$ cat src/hw/rtl/wrs_pkg.sv
`default_nettype none
package wrs_pkg;

   localparam int SLOTS_DEFAULT = 64;
   localparam int SIZE_W        = 7;
   localparam int SLOT_W        = 6;
   localparam int WORD_W        = 32;

   // t / 60 == (t * MIN_RECIP) >> MIN_SHIFT, exact for any 32-bit t
   localparam logic [31:0] MIN_RECIP = 32'h8888_8889;
   localparam int          MIN_SHIFT = 37;
   localparam int          MIN_W     = 64 - MIN_SHIFT;

   localparam logic [5:0]  DIV_STEPS = 6'd32;
   localparam logic [31:0] COUNT_MAX = 32'hFFFF_FFFF;
   localparam logic [6:0]  SIZE_RESET = 7'd64;

   localparam logic CSR_RESERVOIR_SIZE = 1'b0;
   localparam logic CSR_START_TIME     = 1'b1;

   localparam logic REQ_ADD  = 1'b0;
   localparam logic REQ_READ = 1'b1;

   localparam logic SET_ALL = 1'b0;
   localparam logic SET_MIN = 1'b1;

   typedef struct packed {
      logic        req_type;
      logic [31:0] sec_stamp;
      logic [31:0] payload_word;
      logic [31:0] rand_all_decide;
      logic [31:0] rand_all_index;
      logic [31:0] rand_min_decide;
      logic [31:0] rand_min_index;
      logic        read_set;
      logic [5:0]  read_slot;
   } wrs_req_type;

   typedef struct packed {
      logic        all_stored;
      logic [5:0]  all_slot;
      logic        min_stored;
      logic [5:0]  min_slot;
      logic        old_minute_dropped;
      logic [31:0] read_value;
      logic [31:0] read_time;
      logic        read_valid;
      logic [31:0] read_count;
   } wrs_rsp_type;

   typedef struct packed {
      logic load;
      logic calc_minute;
      logic mem_read;
      logic read_out;
      logic div_go;
      logic div_min;
      logic div_mod;
      logic fill_all;
      logic take_all;
      logic fill_min;
      logic take_min;
      logic commit;
   } wrs_cmd_type;

   typedef struct packed {
      logic is_read;
      logic all_full;
      logic min_full;
      logic min_skip;
      logic div_done;
      logic decide_gt;
   } wrs_status_type;

endpackage
`default_nettype wire

$ cat src/hw/rtl/wrs_ctrl.sv
`default_nettype none
module wrs_ctrl (
   input  logic                    clock,
   input  logic                    reset,
   input  logic                    start,
   output logic                    busy,
   input  wrs_pkg::wrs_status_type status,
   output wrs_pkg::wrs_cmd_type    cmd
);
   import wrs_pkg::*;

   typedef enum logic [9:0] {
      ST_IDLE   = 10'b00_0000_0001,
      ST_DECODE = 10'b00_0000_0010,
      ST_RDOUT  = 10'b00_0000_0100,
      ST_ACHK   = 10'b00_0000_1000,
      ST_ABND   = 10'b00_0001_0000,
      ST_AMOD   = 10'b00_0010_0000,
      ST_MCHK   = 10'b00_0100_0000,
      ST_MBND   = 10'b00_1000_0000,
      ST_MMOD   = 10'b01_0000_0000,
      ST_COMMIT = 10'b10_0000_0000
   } wrs_state_type;

   wrs_state_type state_ff, state_in;

   always_comb begin
      state_in = state_ff;
      cmd      = '0;
      case (state_ff)
         ST_IDLE: begin
            if (start) begin
               cmd.load = 1'b1;
               state_in = ST_DECODE;
            end
         end
         ST_DECODE: begin
            if (status.is_read) begin
               cmd.mem_read = 1'b1;
               state_in     = ST_RDOUT;
            end else begin
               cmd.calc_minute = 1'b1;
               state_in        = ST_ACHK;
            end
         end
         ST_RDOUT: begin
            cmd.read_out = 1'b1;
            state_in     = ST_IDLE;
         end
         ST_ACHK: begin
            if (status.all_full) begin
               cmd.div_go = 1'b1;
               state_in   = ST_ABND;
            end else begin
               cmd.fill_all = 1'b1;
               state_in     = ST_MCHK;
            end
         end
         ST_ABND: begin
            if (status.div_done) begin
               if (status.decide_gt) begin
                  cmd.div_go  = 1'b1;
                  cmd.div_mod = 1'b1;
                  state_in    = ST_AMOD;
               end else begin
                  state_in = ST_MCHK;
               end
            end
         end
         ST_AMOD: begin
            if (status.div_done) begin
               cmd.take_all = 1'b1;
               state_in     = ST_MCHK;
            end
         end
         ST_MCHK: begin
            cmd.div_min = 1'b1;
            if (status.min_skip) begin
               state_in = ST_COMMIT;
            end else if (status.min_full) begin
               cmd.div_go = 1'b1;
               state_in   = ST_MBND;
            end else begin
               cmd.fill_min = 1'b1;
               state_in     = ST_COMMIT;
            end
         end
         ST_MBND: begin
            cmd.div_min = 1'b1;
            if (status.div_done) begin
               if (status.decide_gt) begin
                  cmd.div_go  = 1'b1;
                  cmd.div_mod = 1'b1;
                  state_in    = ST_MMOD;
               end else begin
                  state_in = ST_COMMIT;
               end
            end
         end
         ST_MMOD: begin
            cmd.div_min = 1'b1;
            if (status.div_done) begin
               cmd.take_min = 1'b1;
               state_in     = ST_COMMIT;
            end
         end
         ST_COMMIT: begin
            cmd.div_min = 1'b1;
            cmd.commit  = 1'b1;
            state_in    = ST_IDLE;
         end
         default: begin
            state_in = ST_IDLE;
         end
      endcase
   end

   always_ff @(posedge clock) begin
      if (reset) begin
         state_ff <= ST_IDLE;
      end else begin
         state_ff <= state_in;
      end
   end

   assign busy = (state_ff != ST_IDLE);

endmodule
`default_nettype wire

$ cat config.mk
export PLATFORM = sky130hd
export DESIGN_NAME = wrs_ctrl
export DESIGN_NICKNAME = d
export VERILOG_FILES = /design/src/hw/rtl/wrs_pkg.sv /design/src/hw/rtl/wrs_ctrl.sv
export SDC_FILE = /design/constraint.sdc
export NUM_CORES = 1
export LEC_CHECK = 0
export BUFFER_PORTS_ARGS = -buffer_cell sky130_fd_sc_hd__buf_4
export CORE_MARGIN = 2
export CORE_UTILIZATION = 50
export CTS_CLUSTER_SIZE = 12
export DETAILED_ROUTE_END_ITERATION = 16
export GPL_TIMING_DRIVEN = 0
export PLACE_DENSITY = 0.78
export RECOVER_POWER = 25
export SLEW_MARGIN = 15
export SYNTH_ARGS = -nofsm -noshare
export SYNTH_HDL_FRONTEND = slang
export SYNTH_SLANG_ARGS = --single-unit
$ cat constraint.sdc
create_clock -name clock -period 2.3 [get_ports clock]
set_input_delay 0.345 -clock clock [delete_from_list [all_inputs] [get_ports clock]]
set_output_delay 0.345 -clock clock [all_outputs]
set_load 0.005 [all_outputs]
==> results <==
- The wire length per cell after detailed routing is 14.8 um.
- The library cell contributing the largest single delay on the critical path is sky130_fd_sc_hd__a31oi_1.
- Dividing the synthesized area by the synthesized cell count gives 7.51 um2.
- For hold timing, the worst endpoint is state_ff[3].
- The number of global-route vias before repair is 840.
- Walking the worst path, the cells encountered are clkbuf_1, nor4_1, nand4b_1, a31oi_1, nor3_1, and2_1.
- During placement, the flow inserted port buffers numbering 21.
- The synthesized instance count is slightly above 100.
- Of the available clock period, the critical path in the final layout requires 0.966.
- In the global route stage, overall resource usage came out at 0.271.
- The total non-filler cell area in the finished layout is 0.00101 mm2.
- The area of the core region is between 0.001 and 0.0015 mm2.
- Synthesis instantiated 36 different standard cells from the library.
- The effective utilization at floorplan is 0.520.
- The die height is around 43 um.
- The most frequent standard cell in the layout excluding fill and tap cells is sky130_fd_sc_hd__buf_4.
- In the post-route analysis, the smallest setup slack over all paths is slightly below 0.08 ns.
- The most used routing layer in global routing is met2.
- The area growth from synthesis to layout is 32.4%.
- The kind of cell with the highest combined delay along the critical path is simple AND/OR/NAND/NOR gates.
- The number of cell rows is 14.
- The clock root buffer master is sky130_fd_sc_hd__clkbuf_4.
- The number of antenna repair diodes is 0.
- The number of antenna violations at the first check in global routing was 0.
- Power spread over the standard cell area amounts to 413 mW/mm2.
- The final hold violation count is 0.
- The first global-routing pass estimated 3720 um of wire.
- Counting instances, the worst hold path has a depth of 2.
- The shortest clock period the worst path allows after layout is 2.22 ns.
- The startpoint of the most critical hold path is status[5].
- The register with the most flip-flops in the layout has 10 of them.
- The via count of the routed design is 900.
- Setup repair after global routing left no endpoint under its margin.
- The number of nets produced by synthesis is 111.
- The critical path arrival is 2.39 ns.
- The final max-slew violation count is 0.
- Counting both buffers and inverters, the worst setup path holds a total of 1.
- The worst setup path is captured at a register.
- The type of origin of the critical path is a register.
- The minimum setup slack among reg-to-reg paths is between 0.07 and 0.08 ns.
- Entering global routing, the biggest net connects 11 pins.
- The clock net sink count is 10.
- The post-DP HPWL is 1490 um.
- The number of primary I/O pins is 22.
- The total of flip-flops plus latches after synthesis is 10.
- The leakage power total is 0.431 nW.
- After clock tree synthesis, the clock-pin slew on the worst setup and hold paths is 0.07 ns.
- In the routed design, unresolved DRC markers number 0.
- The number of warnings printed during yosys synthesis is 0.
- The destination of the worst register-to-register timing path is state_ff[2].
- The final-layout setup total negative slack is 0 ns.
- Summing all placed instances gives a cell area of 943 um2.
- In the layout the commonest cells are 26 x sky130_fd_sc_hd__buf_4, 14 x sky130_fd_sc_hd__nor2_1, 9 x sky130_fd_sc_hd__nor3_1.
- The startpoint of the worst-slack reg-to-reg timing path is state_ff[5].
- Overall power consumption after layout is estimated at around 420 uW.
- In the post-synthesis netlist, the biggest area contributors are sky130_fd_sc_hd__dfxtp_1 26%, sky130_fd_sc_hd__nor2_1 6.9%, sky130_fd_sc_hd__nor3_1 6.5%.
- The global-route congestion overflow total is 0.
- The flow ran to the end, and the final reports show no timing, DRC or antenna violations.
- The count of nets left with antenna violations once routing finished came out at 0.
- The number of setup violations in the final report is 0.
- The fraction of synthesized cell area taken by the top area cell type is 0.261.
- The reported max-cap violation count is 0.
- TritonCTS built the clock tree.
- The maximum frequency from static timing analysis is between 400 and 500 MHz.
- For the worst setup path, the data required time is 2.47 ns.
- The cell taking the most area after synthesis is sky130_fd_sc_hd__dfxtp_1.
- The die area is about 0.0019 mm2.
- Dividing the detail-routed via count by the number of cells gives ~6.2.
- The min-delay analysis places its worst path in the category in2reg.
- The pre-CTS setup slack is 0.115 ns.
- The beginning of the critical path is state_ff[5].
- In the final layout, the registers with the most flip-flops are state_ff x10.
- The met3 track demand over resource is 0.0638.
- The clock latency on the worst-skew pair is 0.27 ns.
- For met1 alone, demand over resource in global routing was 0.330.
- Counting cells, the worst reg-to-reg path comes to 6.
- The peak per-stage delay on the critical path is 0.61 ns.
- The number of buffers on the longest clock path is 2.
- The transition time of the tightest slew-check pin is 0.668 ns.
- Of all nets on the critical path, the largest fanout is 10.
- Wires add up to 2160 um.
- The first detailed-routing pass ran for 4 iterations.
- Measured along the x axis, the die boundary spans 43.1 um.
- The weighted congestion reported at the end of routability-driven placement is 0.867.
- The met2 track utilization from global routing is 0.427.
- Buffers inserted during clock tree synthesis total 3.
- The net count of the finished layout is 141.
- The detailed router finished its first iteration with 39 violations.
- The path type of the worst setup path is reg2reg.
- The worst max-slew margin expressed relative to the limit is 0.553.
- Ranked by flip-flop count, first place goes to state_ff.
- The netlist area before placement is 766 um2.
- The peak ir drop on the vdd network is ~0.31 mV.
- The proportion of layout cells with a drive suffix above 1 is 0.315.
- The sequential area share after synthesis is 0.261.
- The H-tree depth reported by CTS is 1.
- The final worst clock skew is 0.00772 ns.
-- layer usage --
layer,vias to the layer above,routed length (um)
li1,427,-
met1,416,875
met2,48,1060
met3,9,170
met4,0,56
met5,-,0
-- report_power, final --
part | internal, mW | switching, mW | total (mW)
logic | 0.0533 | 0.0621 | 0.115
registers | 0.177 | 0.00126 | 0.178
clock network | 0.0606 | 0.0648 | 0.125
-- stage by stage --
step / std cells / utilization / hold slack [ns]
finish: 146 / 0.689 / 0.234
global route: 146 / 0.689 / 0.252
CTS: 146 / 0.684 / 0.241
detailed placement: 139 / 0.641 / 0.532
global placement: 139 / 0.641 / 0.528
floorplan: 102 / - / 0.414
-- worst max-delay path by stage --
stage                        endpoint  slack, ns  cells after the start
final                     state_ff[2]       0.08                      6
after global routing      state_ff[9]       0.01                      6
after CTS                      cmd[7]       0.02                      5
after detailed placement       cmd[7]       0.12                      6
after global placement         cmd[7]       0.21                      6
after floorplan                cmd[2]       0.49                      5
-- what timing repair did --
action	CTS	global route
hold buffers	0	0
pin swaps	4	1
setup buffers	5	0
setup endpoints to repair	3	5
gates resized for setup	4	2
-- final cells by class --
cell class	count	area, um2
well taps	16	20.0
fillers	130	458
clock buffers	3	22.5
multi-input cells	81	529
plain buffers	6	26.3
flip-flops and latches	10	205
repair buffers	26	195
inverters	4	15.0
-- cell families (layout without fill, tap and decap cells) --
| group | count (synthesis) | count (layout) | share of synthesized area |
|---|---|---|---|
| AO/OA/AOI/OAI | 13 | 13 | 0.116 |
| buffers and inverters | 11 | 39 | 0.0686 |
| flip-flops | 10 | 10 | 0.261 |
| XOR/XNOR | 3 | 3 | 0.0343 |
| AND/OR/NAND/NOR | 64 | 64 | 0.507 |
| multiplexers | 1 | 1 | 0.0131 |
-- synth_stat cells --
master                     count
sky130_fd_sc_hd__buf_6         1
sky130_fd_sc_hd__a21oi_1       5
sky130_fd_sc_hd__nor2b_1       2
sky130_fd_sc_hd__nand4b_1      2
sky130_fd_sc_hd__o21ai_0       1
sky130_fd_sc_hd__nand3_1       5
sky130_fd_sc_hd__nand4_1       2
sky130_fd_sc_hd__a21o_1        1
sky130_fd_sc_hd__a31o_1        1
sky130_fd_sc_hd__xor2_1        1
sky130_fd_sc_hd__o21ai_1       1
sky130_fd_sc_hd__nor4b_1       2
sky130_fd_sc_hd__nor4_2        3
sky130_fd_sc_hd__o32a_1        1
sky130_fd_sc_hd__a22o_1        1
sky130_fd_sc_hd__clkbuf_1      3
sky130_fd_sc_hd__a31oi_2       1
sky130_fd_sc_hd__nor2_1       14
sky130_fd_sc_hd__nor4_1        3
sky130_fd_sc_hd__mux2i_1       1
sky130_fd_sc_hd__or2_1         1
sky130_fd_sc_hd__nand3b_1      2
sky130_fd_sc_hd__nor3_2        1
sky130_fd_sc_hd__nand2_1       7
sky130_fd_sc_hd__and3_1        2
sky130_fd_sc_hd__inv_1         4
sky130_fd_sc_hd__or3_1         1
sky130_fd_sc_hd__or4_4         1
sky130_fd_sc_hd__nor3_1       10
sky130_fd_sc_hd__and2_1        4
sky130_fd_sc_hd__o22ai_1       1
sky130_fd_sc_hd__buf_2         3
sky130_fd_sc_hd__dfxtp_1      10
sky130_fd_sc_hd__and4b_1       1
sky130_fd_sc_hd__nor4_4        1
sky130_fd_sc_hd__xnor2_1       2
-- worst reg2reg max path, cell delays in order, from the launching register on --
cell and delay (ns):
sky130_fd_sc_hd__dfxtp_1 0.31, sky130_fd_sc_hd__clkbuf_1 0.21, sky130_fd_sc_hd__nor4_1 0.45, sky130_fd_sc_hd__nand4b_1 0.21, sky130_fd_sc_hd__a31oi_1 0.61, sky130_fd_sc_hd__nor3_1 0.14, sky130_fd_sc_hd__and2_1 0.19
No activity file was read; power rests on OpenSTA's default activity.
